<file path="src/hdl/xtea_pkg.sv">
// Shared types and constants for the XTEA block cipher pipeline.
package xtea_pkg;

    localparam int unsigned WORD_W = 32;
    localparam int unsigned KEY_WORDS = 4;

    // Round constant: the sum moves by DELTA per round (same as minus NEG_DELTA)
    localparam logic [WORD_W-1:0] XTEA_NEG_DELTA = 32'h61C8_8647;
    localparam logic [WORD_W-1:0] XTEA_DELTA = 32'h9E37_79B9;
    // Decryption start sum for the standard 32-round cipher
    localparam logic [WORD_W-1:0] XTEA_DEC_START_32 = 32'hC6EF_3720;

    // Configuration register indexes
    typedef enum logic [1:0] {
        REG_KEY_ZERO  = 2'd0,
        REG_KEY_ONE   = 2'd1,
        REG_KEY_TWO   = 2'd2,
        REG_KEY_THREE = 2'd3
    } cfg_reg_t;

    // Block request on the input channel
    typedef struct packed {
        logic              action;
        logic [WORD_W-1:0] first_word;
        logic [WORD_W-1:0] second_word;
    } blk_t;

    // Transformed block on the output channel
    typedef struct packed {
        logic [WORD_W-1:0] first_result;
        logic [WORD_W-1:0] second_result;
    } rslt_t;

    // Working state carried down the pipeline
    typedef struct packed {
        logic              action;
        logic [WORD_W-1:0] v0;
        logic [WORD_W-1:0] v1;
    } xtea_state_t;

    typedef logic [KEY_WORDS-1:0][WORD_W-1:0] key_t;

    // Feistel mixing function
    function automatic logic [WORD_W-1:0] mix_word(input logic [WORD_W-1:0] v);
        return ((v << 4) ^ (v >> 5)) + v;
    endfunction

endpackage

</file>
<file path="src/hdl/xtea_outbuf.sv">
// Output register with skid stage; holds the pipeline when both are full.
module xtea_outbuf (
    input  logic                  clk,
    input  logic                  rst_n,
    input  logic                  push,
    input  xtea_pkg::xtea_state_t push_state,
    output logic                  full,
    output logic                  rslt_valid,
    input  logic                  rslt_ready,
    output xtea_pkg::rslt_t       rslt
);
    import xtea_pkg::*;

    logic  out_valid_reg;
    logic  out_valid_next;
    logic  skid_valid_reg;
    logic  skid_valid_next;
    rslt_t out_reg;
    rslt_t out_next;
    rslt_t skid_reg;
    rslt_t skid_next;
    rslt_t push_rslt;
    logic  pop;

    assign push_rslt = '{first_result: push_state.v0, second_result: push_state.v1};
    assign pop       = out_valid_reg && rslt_ready;

    // Next-state for output and skid registers
    always_comb
    begin
        out_valid_next  = out_valid_reg;
        skid_valid_next = skid_valid_reg;
        out_next        = out_reg;
        skid_next       = skid_reg;
        if (!out_valid_reg)
        begin
            out_valid_next = push;
            out_next       = push_rslt;
        end
        else if (pop)
        begin
            if (skid_valid_reg)
            begin
                out_next        = skid_reg;
                skid_valid_next = 1'b0;
            end
            else
            begin
                out_valid_next = push;
                out_next       = push_rslt;
            end
        end
        else if (push)
        begin
            skid_valid_next = 1'b1;
            skid_next       = push_rslt;
        end
    end

    always_ff @(posedge clk or negedge rst_n)
    begin
        if (!rst_n)
        begin
            out_valid_reg  <= 1'b0;
            skid_valid_reg <= 1'b0;
        end
        else
        begin
            out_valid_reg  <= out_valid_next;
            skid_valid_reg <= skid_valid_next;
        end
    end

    always_ff @(posedge clk)
    begin
        out_reg  <= out_next;
        skid_reg <= skid_next;
    end

    assign full       = skid_valid_reg;
    assign rslt_valid = out_valid_reg;
    assign rslt       = out_reg;

    // Skid stage is only used behind an occupied output register
    a_skid_behind_out: assert property (@(posedge clk) disable iff (!rst_n)
        skid_valid_reg |-> out_valid_reg)
        else $error("skid holds data while output register is empty");

    // A result arriving at a blocked output must land in the skid stage
    a_push_to_skid: assert property (@(posedge clk) disable iff (!rst_n)
        (push && out_valid_reg && !rslt_ready) |=> skid_valid_reg)
        else $error("result pushed into blocked output was not captured");

    // Pipeline must not push while the skid stage is full
    a_no_push_when_full: assert property (@(posedge clk) disable iff (!rst_n)
        skid_valid_reg |-> !push)
        else $error("push into full output buffer");

    // Draining the skid stage empties it
    a_skid_drain: assert property (@(posedge clk) disable iff (!rst_n)
        (pop && skid_valid_reg) |=> !skid_valid_reg)
        else $error("skid stage not released after output taken");

endmodule

</file>
<file path="config.mk">
export PLATFORM = sky130hd
export DESIGN_NAME = xtea_outbuf
export DESIGN_NICKNAME = d
export VERILOG_FILES = /design/src/hdl/xtea_pkg.sv /design/src/hdl/xtea_outbuf.sv
export SDC_FILE = /design/constraint.sdc
export NUM_CORES = 1
export LEC_CHECK = 0
export ABC_AREA = 1
export ABC_CLOCK_PERIOD_IN_PS = 4360
export BUFFER_PORTS_ARGS = -buffer_cell sky130_fd_sc_hd__buf_2
export CORE_MARGIN = 2
export CORE_UTILIZATION = 54
export CTS_BUF_LIST = sky130_fd_sc_hd__clkbuf_4 sky130_fd_sc_hd__clkbuf_8
export CTS_CLUSTER_DIAMETER = 40
export DETAILED_ROUTE_END_ITERATION = 7
export PLACE_DENSITY = 0.92
export REMOVE_ABC_BUFFERS = 1
export SKIP_LAST_GASP = 1
export SLEW_MARGIN = 20
export SYNTH_ARGS = -nofsm -noshare
export SYNTH_HDL_FRONTEND = slang
export SYNTH_SLANG_ARGS = --single-unit
</file>
<file path="constraint.sdc">
create_clock -name clk -period 4.36 [get_ports clk]
set_input_delay 0.872 -clock clk [delete_from_list [all_inputs] [get_ports clk]]
set_output_delay 0.872 -clock clk [all_outputs]
set_load 0.02 [all_outputs]
</file>
# After elaboration in Yosys (flattened, before gate mapping)

Cells that the tools add are included.

Equality and inequality tests: 1
Mux-type cells: 8
Bitwise operators: 1
Reductions and logical operators: 4

Operators with widths:

| kind                                                   | count |
|---|---|
| two-way mux 64 bit                                     | 3 |
| two-way mux 1 bit                                      | 5 |
| AND reduction 3 bit                                    | 1 |
| inequality test 2 x 1 -> 1 bit (second input constant) | 1 |
| AND reduction 2 bit                                    | 1 |
| nonzero test 2 bit                                     | 1 |
| logical AND 1 bit                                      | 1 |
| NOT 1 bit                                              | 1 |

Flip-flop bits (word level): 130
Input bits: 69
Word-level logic and storage cells: 20

# Depth between registers and ports, before layout

Word-level depth: 3
Depth in mapped cells: 6

# Worst setup path before layout

OpenSTA, ideal clock, no wires.

Path kind: input to register
From: input push
To: register skid_reg[0] (netlist name) (enable)
Data arrival time: 3.616 ns
Required time: 3.874 ns
Path slack: 0.258 ns
Stages on the path: 2
Path buffers: 0
Cells stage by stage: nand2_1 nor2_1

Longest elaborated chain between the ends: 1

Ends and longest elaborated chain:

| element                       | RTL line          | text |
|---|---|---|
| start: declaration            | xtea_outbuf.sv:5  | `input logic push,` |
| AND reduction 3 bit (no line) | --                |  |
| end signal: assignment        | xtea_outbuf.sv:77 | `skid_reg <= skid_next;` |
| end: declaration              | xtea_outbuf.sv:20 | `rslt_t skid_reg;` |

No other way between the ends.
A chain may end at the register's enable or synchronous reset.

# Worst setup path after layout

From: register out_valid_reg, in the netlist rslt_valid
To: output rslt_valid

RTL lines:

| element                  | RTL line          | text |
|---|---|---|
| start: declaration       | xtea_outbuf.sv:14 | `logic out_valid_reg;` |
| start signal: assignment | xtea_outbuf.sv:69 | `out_valid_reg <= out_valid_next;` |
| end: declaration         | xtea_outbuf.sv:8  | `output logic rslt_valid,` |

No word-level cell between the ends.

==> results.yml <==
synth:
  syn_inst: 355
  synth_area_per_cell_um2: 13.8
  ys_seq_elements: 130
  synth-seq-area-share: 0.795
  synth_area_leaders: "edfxtp_1 (79%), nand2_1 (10%), nand3_1 (6.5%)"
  netlist.area_leader.share: 0.785
  synth_largest_area_cell: "edfxtp_1"
  synthDistinctLibCells: 11
  syn_area_um2: 4900
  yosysWarningCount: 0
floorplan:
  die_x_um: 99.2
  fp.dieH_um: 99.2
  ios: 135
  die_area_um2: 9840
  start_util: 0.559
  core_area_um2: 8760
  rows: 34
drt:
  vias_per_cell: 5.26
  ant_nets: 0
  wl_per_cell_um: 16.1
  drtIter0Drc: 248
  vias: 3203
  dr.pass1.iters: 5
  drc: 0
  wl_um: 9790
sta:
  skew_ns: 0.00980
  setup_tns_ns: 0
  fmax_mhz: 359
  setup_viol: 0
  worst_slew_pin_slew_ns: 0.866
  slew_viol_final: 0
  period_share: 0.638
  relSlewSlack: 0.422
  grt_setup_unrepaired: "false"
  report.final.hold_viol_count: 0
  post-route-min-period_ns: 2.78
cts:
  cts.sink_count: 130
  clkTransAtPathRegs_ns: 0.07
  post_cts_buffers: 0
  htreeDepth: 4
  clock_latency_ns: 0.41
  cts_resized: 0
  tritoncts: "built"
  cts.path.max_buffers: 2
  cts_hold_buf: 0
  cts_root_buffer: "clkbuf_8"
  numCtsBuffers: 17
critical_path:
  critPathKind: "flop to output port"
  arrival_ns: 1.91
  regToRegEndpoint: "skid_reg[3]"
  crit_fanout: 44
  critPathLaunchType: "flop"
  required_ns: 3.49
  worstReg2RegStart: "rslt_valid"
  critPathCaptureType: "output port"
  r2r.worst_path.cells: 3
  r2r_setup_slack_ns: 2.09
place:
  post-dp-hpwl_um: 6050
  portBuffers: 133
  placed_area_um2: 5600
  gp_congestion: 0.689
global_route:
  grt_max_degree: 66
  grt_first_pass_wirelength_um: 15300
  overflow: 0
  grtUsageTotal: 0.203
  grt_pass1_vias: 3158
  antenna_found_initial: 1
cells_and_area:
  drive_above_1_share: 0.339
  syn_to_final_growth_pct: 24.0
  register_area_um2: 3900
  fin_nets: 557
  multi_input_area_um2: 857
  postLayoutCellArea_um2: 6070
  n_fill_cell: 601
  n_antenna_cell: 0
power_and_ir_drop:
  power_density_nw_per_um2: 525
  p_leak_uw: 0.00264
  ir_worst_vdd_v: 0.000324
job:
  max_cap_viol_count: 0
status:
  status: "completed"
min_path:
  hold_path_class: "input pin to asynchronous set/reset pin"
-- worst max path at each step --
stage / startpoint / endpoint / slack, ns / cells past startpoint
after floorplan: rslt_valid / skid_reg[0] / -0.46 / 2
after global placement: push / skid_reg[44] / 1.96 / 4
after detailed placement: push / skid_reg[44] / 1.93 / 4
after CTS: rslt_valid / rslt_valid / 1.55 / 2
after global routing: rslt_valid / rslt_valid / 1.46 / 2
final: rslt_valid / rslt_valid / 1.58 / 2
-- cell usage after synthesis --
master / number
nand2_1: 134
edfxtp_1: 128
nand3_1: 64
buf_2: 11
buf_6: 6
buf_4: 4
inv_1: 3
dfrtp_1: 2
clkbuf_1: 1
nand3b_1: 1
nor2_1: 1
-- per-layer routing --
| layer | share of wire | GRT usage | vias to the layer above |
|---|---|---|---|
| met3 | 0.074 | 0.0703 | 14 |
| li1 | - | - | 1519 |
| met4 | 0.011 | 0.0822 | 2 |
| met5 | 0.0013 | 0 | - |
| met1 | 0.40 | 0.258 | 1527 |
| met2 | 0.52 | 0.323 | 141 |
-- layout make-up --
type                    instances  area share
repair buffers                136       0.115
flip-flops and latches        130       0.642
multi-input cells             200       0.141
clock inverters                15      0.0390
inverters                       3     0.00185
clock buffers                  17      0.0385
well taps                     108      0.0223
-- stage by stage --
| step | setup WS (ns) | hold slack [ns] | total power [uW] | utilization | instances |
|---|---|---|---|---|---|
| 2_1_floorplan | -0.463 | 0.511 | 1850 | - | 333 |
| 3_3_place_gp | 1.96 | 0.517 | 2000 | 0.638 | 577 |
| 3_5_place_dp | 1.93 | 0.522 | 2020 | 0.639 | 577 |
| 4_1_cts | 1.55 | 0.205 | 3210 | 0.693 | 609 |
| 5_1_grt | 1.46 | 0.203 | 3300 | 0.693 | 609 |
| 6_report | 1.58 | 0.234 | 3190 | 0.693 | 609 |
-- cell usage in the layout, fill, tap and decap left out --
master,instances
dfrtp_2,2
bufinv_16,6
clkinv_1,3
nand3_1,64
clkbuf_8,17
nand2_1,132
inv_1,3
buf_12,1
inv_6,2
edfxtp_1,128
nand3b_1,1
nand2_4,2
buf_4,2
nor2_4,1
buf_2,133
clkinv_2,2
clkinv_4,2
-- report_power, final --
group          switching (uW)  total, uW  leakage, uW  internal, uW
sequential               50.1       1570      0.00126          1520
combinational             295        421      0.00114           127
clock                     456       1190     0.000237           736
-- cell families after synthesis --
family	count (synthesis)	synth area share
buffers and inverters	25	0.0342
DFF	130	0.795
and+or+nand+nor	200	0.170
-- critical path, cell delays in order (launching register included) --
cell and delay (ns):
dfrtp_2 0.72, buf_4 0.50, buf_2 0.25
Power figures use the tool's default switching activity.
