### src/hdl/xtea_pkg.sv
// Shared types and constants for the XTEA block cipher pipeline.
package xtea_pkg;

    localparam int unsigned WORD_W = 32;
    localparam int unsigned KEY_WORDS = 4;

    // Round constant: the sum moves by DELTA per round (same as minus NEG_DELTA)
    localparam logic [WORD_W-1:0] XTEA_NEG_DELTA = 32'h61C8_8647;
    localparam logic [WORD_W-1:0] XTEA_DELTA = 32'h9E37_79B9;
    // Decryption start sum for the standard 32-round cipher
    localparam logic [WORD_W-1:0] XTEA_DEC_START_32 = 32'hC6EF_3720;

    // Configuration register indexes
    typedef enum logic [1:0] {
        REG_KEY_ZERO  = 2'd0,
        REG_KEY_ONE   = 2'd1,
        REG_KEY_TWO   = 2'd2,
        REG_KEY_THREE = 2'd3
    } cfg_reg_t;

    // Block request on the input channel
    typedef struct packed {
        logic              action;
        logic [WORD_W-1:0] first_word;
        logic [WORD_W-1:0] second_word;
    } blk_t;

    // Transformed block on the output channel
    typedef struct packed {
        logic [WORD_W-1:0] first_result;
        logic [WORD_W-1:0] second_result;
    } rslt_t;

    // Working state carried down the pipeline
    typedef struct packed {
        logic              action;
        logic [WORD_W-1:0] v0;
        logic [WORD_W-1:0] v1;
    } xtea_state_t;

    typedef logic [KEY_WORDS-1:0][WORD_W-1:0] key_t;

    // Feistel mixing function
    function automatic logic [WORD_W-1:0] mix_word(input logic [WORD_W-1:0] v);
        return ((v << 4) ^ (v >> 5)) + v;
    endfunction

endpackage

### src/hdl/xtea_round.sv
// One half-round pipeline stage: updates one block word, encrypt or decrypt.
module xtea_round (
    input  logic                clk,
    input  logic                rst_n,
    input  logic                en,
    input  logic                even_stage,
    input  logic [31:0]         enc_sum,
    input  logic [31:0]         dec_sum,
    input  xtea_pkg::key_t      key,
    input  logic                valid_in,
    input  xtea_pkg::xtea_state_t state_in,
    output logic                valid_out,
    output xtea_pkg::xtea_state_t state_out
);
    import xtea_pkg::*;

    logic                valid_reg;
    xtea_state_t         state_reg;
    xtea_state_t         state_next;
    logic                dec;
    logic                upd_first;
    logic [WORD_W-1:0]   sum;
    logic [1:0]          kidx;
    logic [WORD_W-1:0]   src;
    logic [WORD_W-1:0]   tgt;
    logic [WORD_W-1:0]   f_val;
    logic [WORD_W-1:0]   upd_val;

    // Encrypt updates v0 on even stages; decrypt runs the halves in reverse
    always_comb
    begin
        dec        = state_in.action;
        upd_first  = even_stage ^ dec;
        sum        = dec ? dec_sum : enc_sum;
        kidx       = upd_first ? sum[1:0] : sum[12:11];
        src        = upd_first ? state_in.v1 : state_in.v0;
        tgt        = upd_first ? state_in.v0 : state_in.v1;
        f_val      = mix_word(src) ^ (sum + key[kidx]);
        upd_val    = dec ? (tgt - f_val) : (tgt + f_val);
        state_next = state_in;
        if (upd_first)
        begin
            state_next.v0 = upd_val;
        end
        else
        begin
            state_next.v1 = upd_val;
        end
    end

    // Valid bit
    always_ff @(posedge clk or negedge rst_n)
    begin
        if (!rst_n)
        begin
            valid_reg <= 1'b0;
        end
        else if (en)
        begin
            valid_reg <= valid_in;
        end
    end

    // Payload
    always_ff @(posedge clk)
    begin
        if (en)
        begin
            state_reg <= state_next;
        end
    end

    assign valid_out = valid_reg;
    assign state_out = state_reg;

endmodule

### config.mk
export PLATFORM = sky130hd
export DESIGN_NAME = xtea_round
export DESIGN_NICKNAME = d
export VERILOG_FILES = /design/src/hdl/xtea_pkg.sv /design/src/hdl/xtea_round.sv
export SDC_FILE = /design/constraint.sdc
export NUM_CORES = 1
export LEC_CHECK = 0
export ABC_AREA = 1
export BUFFER_PORTS_ARGS = -buffer_cell sky130_fd_sc_hd__buf_4
export CAP_MARGIN = 20
export CORE_AREA = 2 2 209 211
export DETAILED_ROUTE_END_ITERATION = 10
export DIE_AREA = 0 0 211 213
export GPL_ROUTABILITY_DRIVEN = 0
export HOLD_SLACK_MARGIN = 0.15
export SLEW_MARGIN = 20
export SYNTH_ARGS = -nofsm -noshare
export SYNTH_HDL_FRONTEND = slang
export SYNTH_SLANG_ARGS = --single-unit
### constraint.sdc
create_clock -name clk -period 1.92 [get_ports clk]
set_input_delay 0.288 -clock clk [delete_from_list [all_inputs] [get_ports clk]]
set_output_delay 0.288 -clock clk [all_outputs]
set_load 0.01 [all_outputs]
# Yosys cells after proc, flatten, opt, wreduce, memory -nomap -nowiden
# Cells that the tools add are included.
# totals
latchBits	0
mem_bits_rw	0
mem_bits_ro	0
mem_count	0
ff_bits	66
out_inout_bits	66
# classes
magnitude_cmp	1
n_shift	0
n_reduce_logical	0
bitwise_logic	3
n_mux	9
div	0
multipliers	0
eq_ne	0
addsub	4
# ops
operator	n
two-way mux 32 bit	7
adder 32 bit	3
binary-select mux 32 bit (select 2 bit)	1
subtractor 32 bit	1
XOR 32 x 27 -> 32 bit	1
XOR 32 bit	1
less-than comparator 2 x 3 -> 1 bit (second input constant)	1
two-way mux 2 bit	1
XOR 1 bit	1

# Longest topological paths before layout
# Gate-level depths: netlist of run 1.
# logic_depth
depth_word	9
ltp_mapped	44
mapped_depth_nobuf	42

# Worst setup path before layout of run 1
# Ideal clock, no wire load.
# synth_timing
path_type	input-to-reg
startpoint	input state_in[64] (netlist bit)
endpoint	register state_reg (netlist bit state_out[31]), data pin
arrival_ns	5.304
required_ns	1.667
setup_slack_ns	-3.637
path_buffers	3
setup_time_ns	0.253
stages	38
cell_sequence	buf_4 -> xnor2_4 -> buf_4 -> nand2_1 -> o21ai_2 -> clkbuf_1 -> nor2_1 -> o22ai_1 -> ha_1 -> inv_1 -> fa_1 -> inv_1 -> nand2_1 -> nand2_1 -> nand2_1 -> or2_1 -> nand3_1 -> nand2_2 -> [2 not listed] -> nor2_2 -> nand2_2 -> nor2_4 -> nand3_2 -> o21ai_2 -> o21ai_1 -> xor2_1 -> inv_1 -> ha_1 -> nand2_1 -> inv_1 -> a221oi_1 -> o21ai_0 -> a31o_2 -> a41oi_1 -> nand3_1 -> nand3_1 -> nand2_1
# synth_lines
element	line_no	source
from (decl)	xtea_round.sv:11	input xtea_pkg::xtea_state_t state_in,
to (signal assigned)	xtea_round.sv:69	state_reg <= state_next;
to (decl)	xtea_round.sv:18	xtea_state_t state_reg;

==> out/qor.txt, run 1 <==
# nets final: 3446
Max-slew headroom: 0.592
Ys async rst share: 0.0152
Critical Path Most Common Cell: nand2_1
DIE WIDTH: 211 µm
Total clock buffers created by CTS: 9
Sequential share of power: 0.080
Synth Instances: 2273
Mean Syn Cell Area: 5.59 µm²
Synth area leaders: nand2_1 (26%), edfxtp_1 (15%), ha_1 (9.5%), inv_1 (9.2%), nor2_1 (6.1%)
Initial antenna violation count: 0
Post-synth top area share: 0.259
First-pass GRT wire length: 87000 µm
Highest clock rate: 186 MHz
Footprint of the multi-input gates: 0.0113 mm²
Commonest non-fill, non-tap cells in the layout: buf_4 (797), nand2_1 (780), inv_1 (286)
Comb power frac: 0.873
Vias: 17900
Leading area contributor after synthesis: nand2_1
Inserted Diodes: 0
Slowest CP cell: ha_1
# IOs: 328
Die area: 0.0449 mm²
Leakage: 0.0118 µW
Yosys cell types: 51
Vias in the first global route: 17100
Hold_sp: valid_in
Htree depth: 3
Hold depth: 2
Starting DRT DRC Count: 1002
Cell Area, Placed: 0.0194 mm²
Mapped cell area: 0.0127 mm²
RSZ-0062 raised after global routing: yes
Clock sinks: 66
Status: finished with violations
Core Rows: 76
Final Cell Area: 0.0223 mm²
Fin util: 0.523
Initial Utilization: 0.298
Synthesis-to-finish area growth: 75.9%
CTS tree: done
Total congestion overflow: 0
Reg-to-reg slack, setup: 1180 ps
Clock power frac: 0.047
Largest net degree at the start of global routing: 38
FF-to-FF path depth: 1
DP Wirelength: 47400 µm
Ratio of cells with drive above 1 in the final layout: 0.413
# DRC: 0
Setup violations, final: 64
Internal: 17700 µW
R2R Path Start: valid_out
Final period util: 2.79
Slew Limit Fails: 0
Power per cell area: 1550 mW/mm²
CTS Root Cell: clkbuf_16
Most common cell after layout, fill and taps aside: buf_4
Most used DFF post-synth: edfxtp_1
Chip height: 213 µm
Switching power: 16800 µW
Startpoint Class: input port
Final hold viol count: 0
Filler Cell Count: 4047
EDFF count, synth: 65
Net Count, Synth: 2634
Hold Slack: 190 ps
Buffers added on ports: 327
Final WL: 58500 µm
CP required: 2020 ps
Register area: 0.00198 mm²
Hold EP: valid_out
Synth warn: 0
Worst-Margin Slew: 605 ps
Drt first pass iters: 8
Max-cap viol count: 0
Peak supply drop: 743 µV
Reg2reg end: valid_out
Critical path arrival: 5460 ps
Sequential share of the synthesized area: 0.156
Seq cells post-synth: 66
Clock transition at path regs: 60 ps
CP max stage delay: 330 ps
Critical path class: in -> reg
Vias per inst: 4.91
Max clock buf depth: 2
Failing checks: negative setup slack
DRT antenna net count: 0
Core Box Area: 0.0427 mm²
Critical Path End Type: flop
Setup Skew: 0 ps
Total GRT Usage: 0.246
Fin crit period: 5360 ps
Clock Latency Late Sink: 330 ps
Wire per inst: 16.1 µm
Final setup margin: -3440 ps
Tightest Hold Check Type: in -> reg
Sw Ratio: 0.486
Maximum fanout along the worst path: 4
==> critical path: cells and delay by family <==
| kind | cells | cell delay [ps] |
|---|---|---|
| xor+xnor | 2 | 320 |
| simple gates | 20 | 1970 |
| buf+inv | 9 | 1090 |
| fa+ha+maj | 2 | 620 |
| compound gates | 8 | 1180 |
==> final cells by class <==
class / count / share of cell area
clock inverters: 7 / 0.00314
multi-input cells: 1839 / 0.507
inverters: 318 / 0.0538
clock buffers: 9 / 0.0101
well taps: 546 / 0.0306
flip-flops and latches: 66 / 0.0885
repair buffers: 851 / 0.307
==> worst max-delay path by stage <==
stage                  from       endpoint  slack [ps]  depth (start not counted)
2_1_floorplan  state_in[64]  state_out[60]       -3100                         38
3_5_place_dp   state_in[64]  state_out[63]       -3940                         34
6_report         even_stage  state_out[63]       -3440                         41
3_3_place_gp   state_in[64]  state_out[63]       -3890                         34
5_1_grt          even_stage  state_out[28]       -3790                         34
4_1_cts        state_in[64]  state_out[63]       -3310                         37
==> cells in the mapped netlist (all sizes together) (2+ instances only) <==
cell type / instances
a21o: 3
a21oi: 84
a31oi: 4
and2: 6
and3: 3
buf: 12
clkbuf: 39
edfxtp: 65
fa: 3
ha: 96
inv: 318
nand2: 883
nand3: 146
nand3b: 15
nand4: 24
nor2: 213
nor3: 22
nor4: 4
o211ai: 3
o21a: 2
o21ai: 160
o21bai: 8
o221ai: 2
o22ai: 30
o31ai: 2
or2: 15
xnor2: 32
xor2: 70
==> metrics by stage <==
step	setup slack, ps	std cells	power (µW)	setup TNS, ps
after detailed placement	-3940	3532	26500	-213810
after global placement	-3890	3532	26100	-209520
final	-3440	3636	34500	-181740
after floorplan	-3100	2273	15600	-162760
after global routing	-3790	3636	37100	-197420
after CTS	-3310	3599	30900	-174880
==> cells by family (layout without fill, tap and decap cells) <==
family	count (synthesis)	in the layout	synth area share
XOR/XNOR	102	102	0.0730
AND/OR/NAND/NOR	1331	1331	0.430
flip-flops	66	66	0.156
adder cells (fa/ha/maj)	99	99	0.0993
multiplexers	2	2	0.00167
AO/OA/AOI/OAI	304	305	0.130
buffers and inverters	369	1185	0.110
==> state kept, by name, indices dropped and copies added, names as in the netlist <==
signal,cells
state_out,65
valid_out,1
==> what timing repair did <==
| item | 4_1_cts | 5_1_grt |
|---|---|---|
| endpoints found under the setup margin | 64 | 64 |
| resized for setup | 211 | 256 |
| buffers inserted | 45 | 37 |
| cloned | 6 | 2 |
| pin swaps | 73 | 133 |
| hold buffers | 1 | 0 |
| hold endpoints to repair | 1 | 0 |
==> per-layer routing <==
metal  wire length, µm  up-vias  track usage
met5                 0        -            0
li1                  -     8892            -
met1             24900     8095        0.311
met4              2420        0       0.0838
met2             27600      718        0.435
met3              3560      155       0.0246
==> power by group through the flow <==
| stage | logic (µW) | registers (µW) | clock network (µW) |
|---|---|---|---|
| after floorplan | 12500 | 3110 | 0 |
| after global placement | 23300 | 2790 | 0 |
| after detailed placement | 23700 | 2810 | 0 |
| after CTS | 26500 | 2780 | 1660 |
| after global routing | 32500 | 2830 | 1710 |
| final | 30100 | 2770 | 1630 |
Note: power is estimated with default switching activity, not from simulation.
==> inputs of run 2 (changes only) <==
--- a/config.mk
+++ b/config.mk
@@ -13,6 +13,7 @@
 export DIE_AREA = 0 0 211 213
 export GPL_ROUTABILITY_DRIVEN = 0
 export HOLD_SLACK_MARGIN = 0.15
+export RECOVER_POWER = 50
 export SLEW_MARGIN = 20
 export SYNTH_ARGS = -nofsm -noshare
 export SYNTH_HDL_FRONTEND = slang
==> out/qor.txt, run 2 (same netlist as run 1, synthesis figures left out) <==
Status: finished with violations
Failing checks: negative setup slack
Max-slew headroom: 0.424 (-0.168)
Ratio of cells with drive above 1 in the final layout: 0.412 (-0.000971)
Buffers added on ports: 327 (unchanged)
Reg2reg end: valid_out
Fin crit period: 5350 ps (-9.60 ps)
Total clock buffers created by CTS: 9 (unchanged)
First-pass GRT wire length: 87000 µm (unchanged)
Max-cap viol count: 0 (unchanged)
FF-to-FF path depth: 1 (unchanged)
Placed Cells: 3532 (unchanged)
Inserted Diodes: 0 (unchanged)
Critical path arrival: 5450 ps (about the same)
Htree depth: 3 (unchanged)
Most common cell after layout, fill and taps aside: buf_4
Vias: 17800 (-0.20%)
Max reg flops: 65 (unchanged)
# nets final: 3446 (unchanged)
Clock sinks: 66 (unchanged)
Total congestion overflow: 0 (unchanged)
Core Box Area: 0.0427 mm² (unchanged)
# DRC: 0 (unchanged)
Slowest CP cell: ha_1
Filler Cell Count: 4054 (+0.17%)
Leakage: 0.0118 µW (-0.14%)
Maximum fanout along the worst path: 14 (+10)
Critical Path End Type: flop
Register area: 0.00198 mm² (unchanged)
Final WL: 58400 µm (-0.22%)
Footprint of the multi-input gates: 0.0113 mm² (unchanged)
Commonest non-fill, non-tap cells in the layout: buf_4 (792), nand2_1 (780), inv_1 (286)
Setup violations, final: 64 (unchanged)
Core Rows: 76 (unchanged)
Vias in the first global route: 17100 (unchanged)
Chip height: 213 µm (unchanged)
Starting DRT DRC Count: 1044 (+4.2%)
Hold_sp: valid_in
Hold EP: valid_out
Clock Latency Late Sink: 330 ps (about the same)
CP Buf/Inv Count: 10 (+1)
Highest clock rate: 187 MHz (+0.18%)
Final setup margin: -3430 ps (+9.60 ps)
Clock transition at path regs: 60 ps (about the same)
R2R Path Start: valid_out
DIE WIDTH: 211 µm (unchanged)
Hold depth: 2 (unchanged)
Total GRT Usage: 0.246 (unchanged)
Final setup TNS: -181580 ps (+158 ps)
Max clock buf depth: 2 (unchanged)
Synthesis-to-finish area growth: 75.6%
Vias per inst: 4.90 (-0.20%)
Fin cells: 3636 (unchanged)
Final hold viol count: 0 (unchanged)
DRT antenna net count: 0 (unchanged)
CP required: 2020 ps (about the same)
Worst-Margin Slew: 863 ps (+258 ps)
Critical path class: in -> reg
Final period util: 2.79 (-0.00500)
Startpoint Class: input port
Fin util: 0.523 (-0.000674)
Slew Limit Fails: 0 (unchanged)
Family with the most delay on the worst path: simple AND/OR/NAND/NOR gates
Largest net degree at the start of global routing: 38 (unchanged)
Drt first pass iters: 5 (-3)
RSZ-0062 raised after global routing: yes
# IOs: 328 (unchanged)
Initial antenna violation count: 0 (unchanged)
CP max stage delay: 370 ps (+40 ps)
Hold Slack: 191 ps (+0.497 ps)
Initial Utilization: 0.298 (unchanged)
Power per cell area: 1550 mW/mm² (about the same)
Setup Skew: 0 ps (unchanged)
Tightest Hold Check Type: in -> reg
Peak supply drop: 739 µV (-0.66%)
CTS Root Cell: clkbuf_16
Wire per inst: 16.0 µm (-0.22%)
CTS tree: done
DP Wirelength: 47400 µm (unchanged)
Reg-to-reg slack, setup: 1180 ps (about the same)
Die area: 0.0449 mm² (unchanged)
[run 2: repair_timing]
item | 4_1_cts | 5_1_grt
setup endpoints to repair | 64 | 64
pin swaps | 73 | 133
gates cloned | 6 | 2
resized for setup | 211 | 256
hold buffers | 1 | 0
endpoints found under the hold margin | 1 | 0
buffers inserted | 45 | 37
[run 2: power by group]
group | switching [µW] | internal [µW]
registers | 205 | 2570
logic | 15900 | 14200
clock network | 629 | 999
total | 16800 | 17700
[run 2: worst max path at each step]
stage                      start            end  slack, ps  cells after the start
global route          even_stage  state_out[28]      -3790                     34
floorplan           state_in[64]  state_out[60]      -3100                     38
detailed placement  state_in[64]  state_out[63]      -3940                     34
global placement    state_in[64]  state_out[63]      -3890                     34
finish                even_stage  state_out[63]      -3430                     39
CTS                 state_in[64]  state_out[63]      -3310                     37
[run 2: layer usage]
metal | share of wire | vias to the layer above | GRT usage | wire (µm)
met5 | 0 | - | 0 | 0
met4 | 0.041 | 0 | 0.0838 | 2370
met1 | 0.43 | 8055 | 0.311 | 24900
li1 | - | 8888 | - | -
met3 | 0.061 | 155 | 0.0246 | 3550
met2 | 0.47 | 726 | 0.435 | 27500
[run 2: cell type report]
cell class	count	area share
Sequential cell	66	0.0886
Timing Repair Buffer	851	0.306
Clock buffer	9	0.0101
Tap cell	546	0.0306
Multi-Input combinational cell	1839	0.508
Clock inverter	7	0.00314
Inverter	318	0.0538
[run 2: through the flow]
step	worst slack, ps	instance area, µm²	power [µW]
2_1_floorplan	-3100	13000	15600
3_3_place_gp	-3890	19400	26100
3_5_place_dp	-3940	19400	26500
4_1_cts	-3310	21000	30900
5_1_grt	-3790	22300	37100
6_report	-3430	22300	34500
==> inputs of run 3 (changes only) <==
--- a/config.mk
+++ b/config.mk
@@ -14,6 +14,7 @@
 export GPL_ROUTABILITY_DRIVEN = 0
 export HOLD_SLACK_MARGIN = 0.15
 export RECOVER_POWER = 50
+export SETUP_SLACK_MARGIN = 0.5
 export SLEW_MARGIN = 20
 export SYNTH_ARGS = -nofsm -noshare
 export SYNTH_HDL_FRONTEND = slang
==> out/qor.txt, run 3 (same netlist as run 1, synthesis figures left out) <==
R2R Path Start: valid_out
Die area: 0.0449 mm² (unchanged)
Vias per inst: 4.94 (+0.77%)
Final Cell Area: 0.0232 mm² (+3.9%)
Sw Ratio: 0.483 (-0.00227)
Family with the most delay on the worst path: simple AND/OR/NAND/NOR gates
Inserted Diodes: 0 (unchanged)
Fin util: 0.543 (+0.0202)
Status: finished with violations
Chip height: 213 µm (unchanged)
Final hold viol count: 0 (unchanged)
Critical path origin: even_stage
DP Wirelength: 47400 µm (unchanged)
Power per cell area: 1590 mW/mm² (+2.7%)
DRT antenna net count: 0 (unchanged)
Htree depth: 3 (unchanged)
Setup Skew: 0 ps (unchanged)
Core Rows: 76 (unchanged)
Buffers added on ports: 327 (unchanged)
Hold_sp: valid_in
Comb power frac: 0.881 (+0.009)
Tightest Hold Check Type: in -> reg
Final WL: 59700 µm (+2.3%)
Critical Path End Type: flop
Critical path class: in -> reg
Vias: 18100 (+1.7%)
Peak supply drop: 868 µV (+18%)
Cell Area, Placed: 0.0194 mm² (unchanged)
Starting DRT DRC Count: 1029 (-1.4%)
Fin cells: 3668 (+0.88%)
Clock power frac: 0.044 (-0.003)
Pre-CTS WS: -3940 ps (unchanged)
Leakage: 0.0121 µW (+2.5%)
DIE WIDTH: 211 µm (unchanged)
Placed Cells: 3532 (unchanged)
# DRC: 0 (unchanged)
Vias in the first global route: 17100 (+0.15%)
Filler Cell Count: 3938 (-2.9%)
CP max stage delay: 360 ps (about the same)
Max-slew headroom: 0.428 (+0.00380)
First-pass GRT wire length: 87100 µm (+0.13%)
Total GRT Usage: 0.247 (+0.000703)
Final period util: 2.81 (+0.0174)
CTS tree: done
Initial Utilization: 0.298 (unchanged)
Largest net degree at the start of global routing: 38 (unchanged)
CP Buf/Inv Count: 8 (-2)
Max reg flops: 65 (unchanged)
Core Box Area: 0.0427 mm² (unchanged)
Max-cap viol count: 0 (unchanged)
Drt first pass iters: 6 (+1)
Clock transition at path regs: 50 ps (about the same)
CP required: 2000 ps (-20 ps)
Commonest non-fill, non-tap cells in the layout: buf_4 (808), nand2_1 (738), inv_1 (280)
Final setup margin: -3470 ps (-33.4 ps)
Initial antenna violation count: 1 (+1)
Startpoint Class: input port
Critical path arrival: 5470 ps (+20 ps)
Max clock buf depth: 2 (unchanged)
Synthesis-to-finish area growth: 82.4%
Total congestion overflow: 0 (unchanged)
Switching power: 17800 µW (+6.1%)
Sequential share of power: 0.075 (-0.005)
RSZ-0062 raised after global routing: yes
Slew Limit Fails: 0 (unchanged)
Most common cell after layout, fill and taps aside: buf_4
Internal: 19000 µW (+7.1%)
# IOs: 328 (unchanged)
Setup violations, final: 64 (unchanged)
Highest clock rate: 186 MHz (-0.62%)
Fin crit period: 5390 ps (+33.4 ps)
Total clock buffers created by CTS: 9 (unchanged)
Final setup TNS: -187540 ps (-5960 ps)
Failing checks: negative setup slack
Slowest CP cell: ha_1
Maximum fanout along the worst path: 6 (-8)
CTS Root Cell: clkbuf_16
Ratio of cells with drive above 1 in the final layout: 0.452 (+0.0400)
# nets final: 3478 (+0.93%)
Worst-Margin Slew: 858 ps (-5.70 ps)
Wire per inst: 16.3 µm (+1.4%)
Clock sinks: 66 (unchanged)
Clock Latency Late Sink: 330 ps (about the same)
run 3: cell types whose count changed in the layout (fill, tap and decap cells not counted), moves of 6 or more:
cell	change
nand3_1	-28
inv_1	-6
nand3_2	+23
nand2_2	+37
o21ai_0	-17
nand2_1	-42
o21ai_2	+13
nor2_4	+10
buf_6	+12
nor2_1	-7
buf_4	+16
run 3: cell type report:
type	count	area [µm²]	area share
flip-flops and latches	66	1980	0.0853
clock inverters	7	70.1	0.00302
repair buffers	883	7170	0.309
multi-input cells	1839	11800	0.511
well taps	546	683	0.0295
clock buffers	9	225	0.00972
inverters	318	1210	0.0520
run 3: worst paths after layout:
| check | slack (ps) | cells after the start | to |
|---|---|---|---|
| worst max-delay path | -3470 | 37 | state_out[62] |
| min in group asynchronous | 280 | 2 | valid_out |
| worst max register to register | 1180 | 1 | valid_out |
| worst min register to register | 520 | 1 | valid_out |
| max in group asynchronous | 1560 | 2 | valid_out |
| worst min-delay path | 190 | 2 | valid_out |
run 3: power by group through the flow:
stage | combinational, µW | sequential, µW | clock, µW
after global routing | 34800 | 2840 | 1710
after CTS | 27300 | 2780 | 1660
after global placement | 23300 | 2790 | 0
after detailed placement | 23700 | 2810 | 0
final | 32400 | 2770 | 1620
after floorplan | 12500 | 3110 | 0
run 3: timing repair:
item,in CTS,in global routing
endpoints found under the hold margin,1,0
buffers inserted,44,67
hold buffers,1,0
pin swaps,94,220
cloned,6,2
setup endpoints to repair,64,64
resized for setup,242,387
run 3: routing by layer:
metal  part of all wire  up-vias  GRT usage
li1                   -     8964          -
met3              0.056      140     0.0257
met2               0.48      690      0.435
met5            0.00015        -          0
met1               0.43     8323      0.312
met4              0.038        2     0.0869
run 3: through the flow:
step / hold WS, ps / total power [µW]
floorplan: -7.59 / 15600
global placement: 63.5 / 26100
detailed placement: 63.8 / 26500
CTS: 180 / 31700
global route: 193 / 39400
finish: 192 / 36800
